## src/design/sltab_pkg.sv

```systemverilog
// shared constants and types for the sorted list table
`timescale 1ns / 1ps
`default_nettype none

package sltab_pkg;

   // table geometry
   localparam int CAPACITY = 16;
   localparam int IDX_W    = $clog2(CAPACITY);
   localparam int CNT_W    = $clog2(CAPACITY + 1);
   localparam int DATA_W   = 32;

   // transaction field widths
   localparam int OP_W     = 2;
   localparam int STATUS_W = 2;
   localparam int REQ_W    = 40;
   localparam int RSP_W    = 16;

   typedef enum logic [OP_W-1:0] {
      OP_INSERT = 2'd0,
      OP_REMOVE = 2'd1,
      OP_SEARCH = 2'd2
   } op_type;

   typedef enum logic [STATUS_W-1:0] {
      ST_OK        = 2'd0,
      ST_FULL      = 2'd1,
      ST_NOT_FOUND = 2'd2
   } status_type;

   // command broadcast to every cell
   typedef struct packed {
      logic                     do_insert;
      logic                     do_remove;
      logic signed [DATA_W-1:0] value;
   } cell_cmd_type;

   // compare flags a cell reports
   typedef struct packed {
      logic gt;
      logic ge;
   } cell_flag_type;

endpackage

`default_nettype wire

```

## src/design/sltab_cell.sv

```systemverilog
// one slot of the sorted table: holds an entry, compares and shifts
`timescale 1ns / 1ps
`default_nettype none

module sltab_cell (
   input  wire logic                              clock,
   input  wire sltab_pkg::cell_cmd_type           cmd,
   input  wire logic                              occ,
   input  wire logic                              tail,
   input  wire logic signed [sltab_pkg::DATA_W-1:0] left_entry,
   input  wire logic                              left_gt,
   input  wire logic signed [sltab_pkg::DATA_W-1:0] right_entry,
   output logic signed [sltab_pkg::DATA_W-1:0]      entry,
   output sltab_pkg::cell_flag_type                 flags
);
   import sltab_pkg::*;

   logic signed [DATA_W-1:0] entry_ff;
   logic signed [DATA_W-1:0] entry_in;
   logic                     gt;
   logic                     eq;

   // compare against the broadcast value, only for occupied slots
   assign gt = occ && (entry_ff > cmd.value);
   assign eq = occ && (entry_ff == cmd.value);

   // insert shifts larger entries up, remove pulls from the right
   always_comb begin
      entry_in = entry_ff;
      if (cmd.do_insert && (gt || tail)) begin
         entry_in = left_gt ? left_entry : cmd.value;
      end else if (cmd.do_remove && (gt || eq)) begin
         entry_in = right_entry;
      end
   end

   always_ff @(posedge clock) begin
      entry_ff <= entry_in;
   end

   assign entry    = entry_ff;
   assign flags.gt = gt;
   assign flags.ge = gt || eq;

endmodule

`default_nettype wire

```

## src/design/sorted_list_table.sv

```systemverilog
// sorted list table top level: chain of cells, fill count and result register
//
//  channel | dir | tdata bits                                   | tuser
//  req_    | in  | operation[1:0] value[33:2] zero[39:34]       | none
//  rsp_    | out | status[1:0] position[5:2] count[10:6] zero   | none
//
//  One transaction per cycle while req_tready is high: every cell compares and shifts in the same cycle.
//  The result is registered; the answer is presented in the cycle after acceptance.
//  req_tready drops only while a result waits and rsp_tready is low.
//  Reset clears the fill count and the result valid; entries need no clearing.
`timescale 1ns / 1ps
`default_nettype none

module sorted_list_table (
   input  wire logic                        clock,
   input  wire logic                        reset,
   input  wire logic                        req_tvalid,
   output logic                             req_tready,
   // operation[1:0], value[33:2], zero fill[39:34]
   input  wire logic [sltab_pkg::REQ_W-1:0] req_tdata,
   output logic                             rsp_tvalid,
   input  wire logic                        rsp_tready,
   // status[1:0], position[5:2], count[10:6], zero fill[15:11]
   output logic [sltab_pkg::RSP_W-1:0]      rsp_tdata
);
   import sltab_pkg::*;

   logic                     accept;
   op_type                   op_w;
   logic signed [DATA_W-1:0] value_w;
   cell_cmd_type             cmd;

   logic [CNT_W-1:0]         count_ff;
   logic [CNT_W-1:0]         count_in;
   logic                     rsp_valid_ff;
   logic                     rsp_valid_in;
   status_type               status_ff;
   status_type               status_in;
   logic [IDX_W-1:0]         position_ff;
   logic [IDX_W-1:0]         position_in;
   logic [CNT_W-1:0]         rsp_count_ff;

   logic signed [DATA_W-1:0] entry_w [CAPACITY];
   cell_flag_type            flag_w  [CAPACITY];
   logic [CAPACITY-1:0]      occ_vec;
   logic [CAPACITY-1:0]      gt_vec;
   logic [CAPACITY-1:0]      ge_vec;
   logic [CNT_W-1:0]         le_cnt;
   logic [CNT_W-1:0]         lt_cnt;
   logic                     full;
   logic                     found;

   // input unpacking and handshake
   assign op_w       = op_type'(req_tdata[OP_W-1:0]);
   assign value_w    = req_tdata[OP_W+DATA_W-1:OP_W];
   assign req_tready = !rsp_valid_ff || rsp_tready;
   assign accept     = req_tvalid && req_tready;

   // chain of cells
   for (genvar i = 0; i < CAPACITY; i++) begin : g_cell
      logic signed [DATA_W-1:0] left_entry;
      logic                     left_gt;
      logic signed [DATA_W-1:0] right_entry;

      if (i == 0) begin : g_first
         assign left_entry = cmd.value;
         assign left_gt    = 1'b0;
      end else begin : g_mid
         assign left_entry = entry_w[i-1];
         assign left_gt    = flag_w[i-1].gt;
      end

      if (i == CAPACITY - 1) begin : g_last
         assign right_entry = entry_w[i];
      end else begin : g_inner
         assign right_entry = entry_w[i+1];
      end

      assign occ_vec[i] = count_ff > CNT_W'(i);
      assign gt_vec[i]  = flag_w[i].gt;
      assign ge_vec[i]  = flag_w[i].ge;

      sltab_cell u_cell (
         .clock       (clock),
         .cmd         (cmd),
         .occ         (occ_vec[i]),
         .tail        (count_ff == CNT_W'(i)),
         .left_entry  (left_entry),
         .left_gt     (left_gt),
         .right_entry (right_entry),
         .entry       (entry_w[i]),
         .flags       (flag_w[i])
      );
   end

   // landing point and match summary
   assign le_cnt = CNT_W'($countones(occ_vec & ~gt_vec));
   assign lt_cnt = CNT_W'($countones(occ_vec & ~ge_vec));
   assign full   = count_ff == CNT_W'(CAPACITY);
   assign found  = |(ge_vec & ~gt_vec);

   // operation decode
   always_comb begin
      cmd.value     = value_w;
      cmd.do_insert = 1'b0;
      cmd.do_remove = 1'b0;
      count_in      = count_ff;
      status_in     = ST_OK;
      position_in   = '0;
      unique case (op_w)
         OP_INSERT: begin
            if (full) begin
               status_in = ST_FULL;
            end else begin
               cmd.do_insert = accept;
               count_in      = count_ff + CNT_W'(1);
               position_in   = le_cnt[IDX_W-1:0];
            end
         end
         OP_REMOVE: begin
            if (!found) begin
               status_in = ST_NOT_FOUND;
            end else begin
               cmd.do_remove = accept;
               count_in      = count_ff - CNT_W'(1);
               position_in   = lt_cnt[IDX_W-1:0];
            end
         end
         default: begin
            if (!found) begin
               status_in = ST_NOT_FOUND;
            end else begin
               position_in = lt_cnt[IDX_W-1:0];
            end
         end
      endcase
   end

   // result register valid
   always_comb begin
      rsp_valid_in = rsp_valid_ff;
      if (accept) begin
         rsp_valid_in = 1'b1;
      end else if (rsp_tready) begin
         rsp_valid_in = 1'b0;
      end
   end

   // control state
   always_ff @(posedge clock) begin
      if (reset) begin
         count_ff     <= '0;
         rsp_valid_ff <= 1'b0;
      end else begin
         rsp_valid_ff <= rsp_valid_in;
         if (accept) begin
            count_ff <= count_in;
         end
      end
   end

   // result payload
   always_ff @(posedge clock) begin
      if (accept) begin
         status_ff    <= status_in;
         position_ff  <= position_in;
         rsp_count_ff <= count_in;
      end
   end

   assign rsp_tvalid = rsp_valid_ff;
   assign rsp_tdata  = RSP_W'({rsp_count_ff, position_ff, status_ff});

   // checks
   a_count_range: assert property (@(posedge clock) disable iff (reset)
      count_ff <= CNT_W'(CAPACITY))
      else $error("fill count above capacity");

   a_rsp_count: assert property (@(posedge clock) disable iff (reset)
      accept |=> rsp_valid_ff && (rsp_count_ff == count_ff))
      else $error("reported count differs from fill count");

   a_full_refused: assert property (@(posedge clock) disable iff (reset)
      accept && (op_w == OP_INSERT) && full |=> (status_ff == ST_FULL) && $stable(count_ff))
      else $error("insert into full table not refused");

   a_fail_pos_zero: assert property (@(posedge clock) disable iff (reset)
      rsp_valid_ff && (status_ff != ST_OK) |-> position_ff == '0)
      else $error("failed transaction reports nonzero position");

endmodule

`default_nettype wire

```

## config.mk

```make
export PLATFORM = sky130hd
export DESIGN_NAME = sorted_list_table
export DESIGN_NICKNAME = d
export VERILOG_FILES = /design/src/design/sltab_pkg.sv /design/src/design/sltab_cell.sv /design/src/design/sorted_list_table.sv
export SDC_FILE = /design/constraint.sdc
export NUM_CORES = 2
export LEC_CHECK = 0
export ABC_CLOCK_PERIOD_IN_PS = 15800
export BUFFER_PORTS_ARGS = -buffer_cell sky130_fd_sc_hd__buf_4
export CAP_MARGIN = 20
export CORE_ASPECT_RATIO = 1.4
export CORE_UTILIZATION = 52
export CTS_CLUSTER_DIAMETER = 100
export CTS_CLUSTER_SIZE = 28
export DETAILED_ROUTE_END_ITERATION = 12
export PLACE_DENSITY = 0.66
export SETUP_SLACK_MARGIN = 0.02
export SKIP_CTS_REPAIR_TIMING = 1
export SLEW_MARGIN = 30
export SYNTH_ARGS = -nofsm -noshare
export SYNTH_HDL_FRONTEND = slang
export SYNTH_SLANG_ARGS = --single-unit
```

## constraint.sdc

```tcl
create_clock -name clock -period 15.8 [get_ports clock]
set_input_delay 1.58 -clock clock [delete_from_list [all_inputs] [get_ports clock]]
set_output_delay 1.58 -clock clock [all_outputs]
set_load 0.05 [all_outputs]
```

[Yosys cells after proc, flatten, opt, wreduce, memory -nomap -nowiden]
Index checks and enable logic that the tools add are counted.
Word-level totals
  logic and storage cells: 300
  register bits after elaboration: 529
  input port bits: 44
  output and inout bits: 18
Operators by class
  bitwise gates (word level): 5
  multiplexer cells: 60
  eq/ne operators: 33
  add/subtract/negate cells: 32
  magnitude comparators: 32
  reductions and logical operators: 117
Operators by type and width (number)
  32-bit 2-to-1 mux: 45
  32-bit equality test: 16
  32-bit greater-than comparator: 16
  1-bit logical AND: 64
  16-bit bitwise AND: 3
  5-bit by 4-bit equality test with 1-bit output (second input constant): 8
  5-bit by 4-bit greater-than comparator with 1-bit output (second input constant): 8
  1-bit logical OR: 33
  1-bit by 1-bit adder with 2-bit output: 16
  16-bit NOT: 2
  2-bit nonzero test: 16
  2-bit by 2-bit adder with 3-bit output: 8
  5-bit by 3-bit equality test with 1-bit output (second input constant): 4
  5-bit by 3-bit greater-than comparator with 1-bit output (second input constant): 4
  3-bit by 3-bit adder with 4-bit output: 4
  16-bit OR reduction: 1
  4-bit 2-to-1 mux: 3
  5-bit by 2-bit equality test with 1-bit output (second input constant): 2
  5-bit by 1-bit greater-than comparator with 1-bit output (second input constant): 2
  5-bit by 2-bit greater-than comparator with 1-bit output (second input constant): 2
  5-bit 2-to-1 mux: 2
  5-bit one-hot mux with 2 select lines: 1
  4-bit adder: 2
  1-bit 2-to-1 mux: 7
  9 further kinds: 10

[Logic depth before layout (Yosys ltp)]
  depth in word-level cells: 11
  mapped depth: 24
  gate-level depth less buffers: 23

[By module]
Synthesis repeated with hierarchy kept, for this count alone.
Unflattened totals
  cells, all modules: 4592
  area, all modules: 46782.4 um^2
Modules (own cells, without submodules)
  sltab_cell at g_cell[0].u_cell ...: cells an instance 268, area an instance 2773.9 um^2, seq. area each 960.9 um^2, times used 15
  sltab_cell at g_cell[15].u_cell: cells an instance 267, area an instance 2742.6 um^2, seq. area each 960.9 um^2, times used 1
  sorted_list_table: cells an instance 305, area an instance 2431.1 um^2, seq. area each 450.4 um^2, times used 1

[Worst setup path after synthesis]
Ideal clock, no wire load.
  path kind: input -> register
  start point: in req_tdata[15] in the netlist's numbering
  end point: reg position_ff[1], data pin
  arrival time: 7.491 ns
  setup time: 0.257 ns
  buffers on the path: 2
  path slack: 8.052 ns
  required time: 15.543 ns
  stages: 19
  path through: clkbuf_1 -> clkinv_1 -> ha_1 -> a21o_1 -> a21o_1 -> a21o_1 -> a221o_1 -> nor4_2 -> xor2_1 -> clkbuf_1 -> or3_1 -> fa_1 -> fa_1 -> fa_1 -> fa_1 -> inv_1 -> ha_1 -> fa_1 -> a32o_1
Between the ends
  word-level cells in the longest chain between the ends: 11
  elaborated cells on any way between the ends: 119
  classes of those cells: 30 x add/sub; 16 x order compare; 16 x eq/ne; 3 x mux; 5 x bitwise; 49 x reduce/logical
Ends and longest elaborated chain
  start: declaration: RTL line sorted_list_table.sv:20  | input wire logic [sltab_pkg::REQ_W-1:0] req_tdata,
  32-bit greater-than comparator / 32-bit equality test (equally long branches): RTL line sltab_cell.sv:24, sltab_cell.sv:25
  1-bit logical AND (on tied branches): RTL line sltab_cell.sv:24, sltab_cell.sv:25
  1-bit logical OR (on tied branches)
  16-bit NOT: RTL line sorted_list_table.sv:98  | assign lt_cnt = CNT_W'($countones(occ_vec & ~ge_vec));
  16-bit bitwise AND: RTL line sorted_list_table.sv:98
  1-bit by 1-bit adder with 2-bit output (not written as such): RTL line sorted_list_table.sv:98
  2-bit by 2-bit adder with 3-bit output (not written as such): RTL line sorted_list_table.sv:98
  3-bit by 3-bit adder with 4-bit output (not written as such): RTL line sorted_list_table.sv:98
  4-bit adder (not written as such): RTL line sorted_list_table.sv:98
  4-bit 2-to-1 mux: RTL line sorted_list_table.sv:121, sorted_list_table.sv:130
  4-bit 2-to-1 mux (*)
  named net position_in[1]: RTL line sorted_list_table.sv:40  | logic [IDX_W-1:0] position_in;
  end signal: assignment: RTL line sorted_list_table.sv:166  | position_ff <= position_in;
  end: declaration: RTL line sorted_list_table.sv:39  | logic [IDX_W-1:0] position_ff;
Mark *: on every way through the listed nets, which the timed path passes. The rest lies on a longest branch.
A chain may end at the register's enable or synchronous reset.

[Final worst setup path]
  start point: in req_tdata[33] in the netlist's numbering
  end point: reg position_ff[2], data pin
The elaborated chain is that of the path after synthesis.

==> results.txt <==
- Reg-to-reg critical path endpoint: position_ff[2]
- Vias after detailed routing: just over 30k
- In this run the critical register-to-register path is launched from g_cell[0].u_cell.entry[31].
- CTS built an H-tree with a depth of 1.
- Data on the critical path arrives at its endpoint at a little under 9000 ps.
- Unrepaired setup endpoints after global routing: no
- Core outline area: 0.0752 mm2
* Setup-failing EPs final: 0
- Buffers placed on the I/O ports in this run total 50.
- The filler cells instantiated in the layout total approximately 6.6k.
* Gpl congestion: between 0.9 and 1
* DR iter-0 viols: 2603
- Area growth, synth to finish: 6.30%
- The die covers 0.0772 mm2.
- Antenna viol nets, final: 0
- Sequential element share of the synthesized area: 0.400
* DRT Pass-1 Iters: 6
- Endpoint of the worst hold-timing path: rsp_tvalid
- Number of max-slew violations in the final report: 0
* Post-synthesis async set-or-reset flop share: 0
* Clock insertion delay at the later pin of the skew report: 620 ps
- Most instantiated flip-flop cell in the synthesis netlist: sky130_fd_sc_hd__edfxtp_1
- Startpoint of the tightest hold check path: rsp_tvalid
* CTS root buffer: sky130_fd_sc_hd__clkbuf_16
- Leaving out fill and tap cells, the most frequent cells in the layout are 549 x sky130_fd_sc_hd__a21oi_1, 527 x sky130_fd_sc_hd__ha_1, 523 x sky130_fd_sc_hd__edfxtp_1.
- After synthesis the netlist holds a flip-flop and latch count of 529.
- Combinational share of power: 0.189
- The first global-routing pass estimated 172000 um of wire.
* Worst Setup Path Type: primary input to register
- Sequential share of power: 0.534
- Smallest hold slack: 544 ps
* TNS Setup: 0 ps
- Setup slack on the critical path of the routed design comes to 7530 ps.
* Post-route core utilization: 0.559
- For this run, the total global-route usage over all layers was measured as 0.286.
- Counting both buffers and inverters, the worst setup path holds a total of 6.
- Overall die height: 328 um
- For the worst setup path, the data required time is 16160 ps.
- The number of global-route vias before repair was approximately 30k.
* Clock Sinks: between 500 and 600
- The setup check on the worst reg-to-reg path leaves a slack of 8640 ps.
- For this run, the top clock speed supported by timing is 0.121 GHz.
- After detailed routing, the number of vias per cell comes to 6.15.
- The worst setup path is captured at a register.
* Layout cells sized above 1: 0.0762
- Across the VDD grid, the largest voltage drop is 0.0561 mV.
- Distinct cells, synth: slightly below 90
* Result of the run: completed
- Internal power comes to 2.06 mW.
* Type of element launching the critical path: primary input
- After detailed routing, the total wire length is 112000 um.
* Residual DRC: 0
* Clock share of power: 0.277
* Yosys warning total: 0
- In the final layout, the multi-input gates occupy between 0.02 and 0.025 mm2.
* EDFF count, synth: 523
- At the placement stage, the worst setup path has a slack of 6870 ps.
- Across the run, the number of max-cap violations was 0.
- On the critical path, the stage with the largest delay is an instance of sky130_fd_sc_hd__nor4_1.
* Delay of the slowest critical-path stage: 920 ps
* Number of cells produced by synthesis: 4036
* Category of cells accounting for the largest share of critical-path delay: adder cells
- Pwr dens: 69.1 mW/mm2
- The initial antenna violation count came to 5.
- Most common cell after layout, fill and taps aside: sky130_fd_sc_hd__a21oi_1
- The path class of the tightest hold or removal check is register to register.
* Net Switching: 0.843 mW
- Relative slew slack: 0.291
- Along the worst path, the maximum fanout reaches 34.
* Fin crit share: 0.524
* Min Tclk post-route: 8270 ps
* Tightest Pin Transition: roughly 1100 ps
- After detailed routing, the average wire length per cell comes to 22.6 um.
- The worst hold path was traced through 2 stages.
- HPWL reported at the end of detailed placement: 88300 um
- Critical path's most frequent cell: sky130_fd_sc_hd__fa_1
- Post-route clock skew: 34.1 ps
- The initialized floorplan defines 119 standard-cell rows.
- CTS tree: built
- Worst setup path startpoint: req_tdata[33]
- Net count of the finished layout: 4571
- Entering global routing, the biggest net connects 66 pins.
- Largest buffer count on any clock path: 3
* R2r worst-path depth: 19
- Starting density of the core: 0.526
- Worst-path cell chain: buf_4 -> clkinv_1 -> buf_4 -> ha_1 -> nand4_1 -> nor4_1 -> nand2_1 -> a211oi_1 -> nor4_2 -> xor2_2 -> buf_4 -> a21oi_1 -> fa_1 -> inv_1 -> fa_1 -> fa_1 -> fa_1 -> inv_1 -> ha_1 -> fa_1 -> xnor2_1 -> o22ai_1
* Final hold violation count: 0
* Average instance area after synthesis: 9.80 um2
- Clock buffers created by TritonCTS: 24
- Leakage power figure: about 17 nW
- Clock transition at the registers of the reported paths: around 120 ps
- Of the total power, the share spent switching nets is 0.290.
- Area taken by flip-flops and latches: about 0.016 mm2
- After global routing the overflow that remains totals 0.
- Top-level I/O count: between 60 and 70
- Horizontal extent of the die: around 240 um
- In this run the cell area of the synthesized design comes to approximately 0.04 mm2.
-- registers in the layout, indices dropped and copies added, names as in the netlist --
register and count:
count_ff 5, g_cell.u_cell.entry 512, rsp_tvalid 1, rsp_count_ff 5
position_ff 4, status_ff 2
-- cells by family after synthesis --
logic type | count (synthesis) | synth area share
mux | 362 | 0.0958
buf+inv | 324 | 0.0341
simple gates | 1098 | 0.124
xor+xnor | 13 | 0.00288
compound gates | 1162 | 0.166
other cells | 1 | 0.0000948
flops | 529 | 0.400
fa+ha+maj | 547 | 0.177
-- cells in the mapped netlist, drive strengths merged (5+ instances only) --
cell / count / area share
nand2: 423 / 0.040
o31ai: 17 / 0.0034
clkinv: 32 / 0.0030
nand3: 52 / 0.0066
dfxtp: 6 / 0.0030
buf: 60 / 0.0090
xnor2: 10 / 0.0022
and3: 6 / 0.00095
a221oi: 9 / 0.0020
nor2b: 37 / 0.0059
mux2: 126 / 0.036
nor4: 29 / 0.0049
or2: 6 / 0.00095
and4: 8 / 0.0018
fa: 20 / 0.010
inv: 71 / 0.0067
o21a: 13 / 0.0025
a31oi: 10 / 0.0016
a2111oi: 8 / 0.0024
clkbuf: 161 / 0.015
a211oi: 14 / 0.0028
o211ai: 18 / 0.0034
mux2i: 236 / 0.060
a21o: 86 / 0.016
ha: 527 / 0.17
a21oi: 549 / 0.069
nand4: 114 / 0.018
o21ai: 380 / 0.048
edfxtp: 523 / 0.40
nand2b: 12 / 0.0019
nor3: 22 / 0.0032
and2: 10 / 0.0016
nor2: 358 / 0.034
nand3b: 5 / 0.00095
a211o: 5 / 0.0011
or3: 5 / 0.00079
-- worst register-to-register path: cells and delay by family (launching register included) --
kind,cells,cell delay [ps]
buffers and inverters,3,520
DFF,1,420
adders and majority gates,7,3190
xor gates and xnor gates,2,330
AOI/OAI and AO/OA,3,1010
and+or+nand+nor,4,1430
-- layout make-up --
| cell class | count | area share |
|---|---|---|
| antenna | 5 | 0.000298 |
| sequential | 529 | 0.376 |
| timing repair buffer | 135 | 0.0262 |
| multi-input combinational | 3187 | 0.541 |
| tap | 968 | 0.0288 |
| clock buffer | 31 | 0.0157 |
| inverter | 103 | 0.00920 |
| clock inverter | 7 | 0.00214 |
-- power by group through the flow --
stage               sequential (mW)  clock, mW  combinational [mW]
floorplan                      1.59          0               0.373
global placement               1.58          0               0.530
detailed placement             1.58          0               0.542
CTS                            1.55      0.823               0.544
global route                   1.55      0.860               0.606
finish                         1.55      0.804               0.549
-- how the worst max path moves through the flow --
stage | to | cells after the start | slack, ps
after floorplan | position_ff[1] | 19 | 8050
after global placement | position_ff[2] | 22 | 6920
after detailed placement | position_ff[2] | 22 | 6870
after CTS | position_ff[2] | 22 | 7530
after global routing | position_ff[2] | 22 | 7260
final | position_ff[2] | 22 | 7530
-- per-stage QoR --
step / cell area [um2] / std cells / power [mW]
2_1_floorplan: 39600 / 4040 / 1.96
3_3_place_gp: 41100 / 4917 / 2.11
3_5_place_dp: 41300 / 4922 / 2.13
4_1_cts: 42000 / 4960 / 2.92
5_1_grt: 42000 / 4965 / 3.02
6_report: 42000 / 4965 / 2.90
-- metal layers --
layer / routed length [um] / part of all wire / GRT usage / up-vias
met5: 0 / 0 / 0 / -
met4: 6330 / 0.056 / 0.158 / 0
met3: 4590 / 0.041 / 0.0153 / 203
met2: 54900 / 0.49 / 0.501 / 846
met1: 46400 / 0.41 / 0.354 / 14500
li1: - / - / - / 15000
Power figures use the tool's default switching activity.
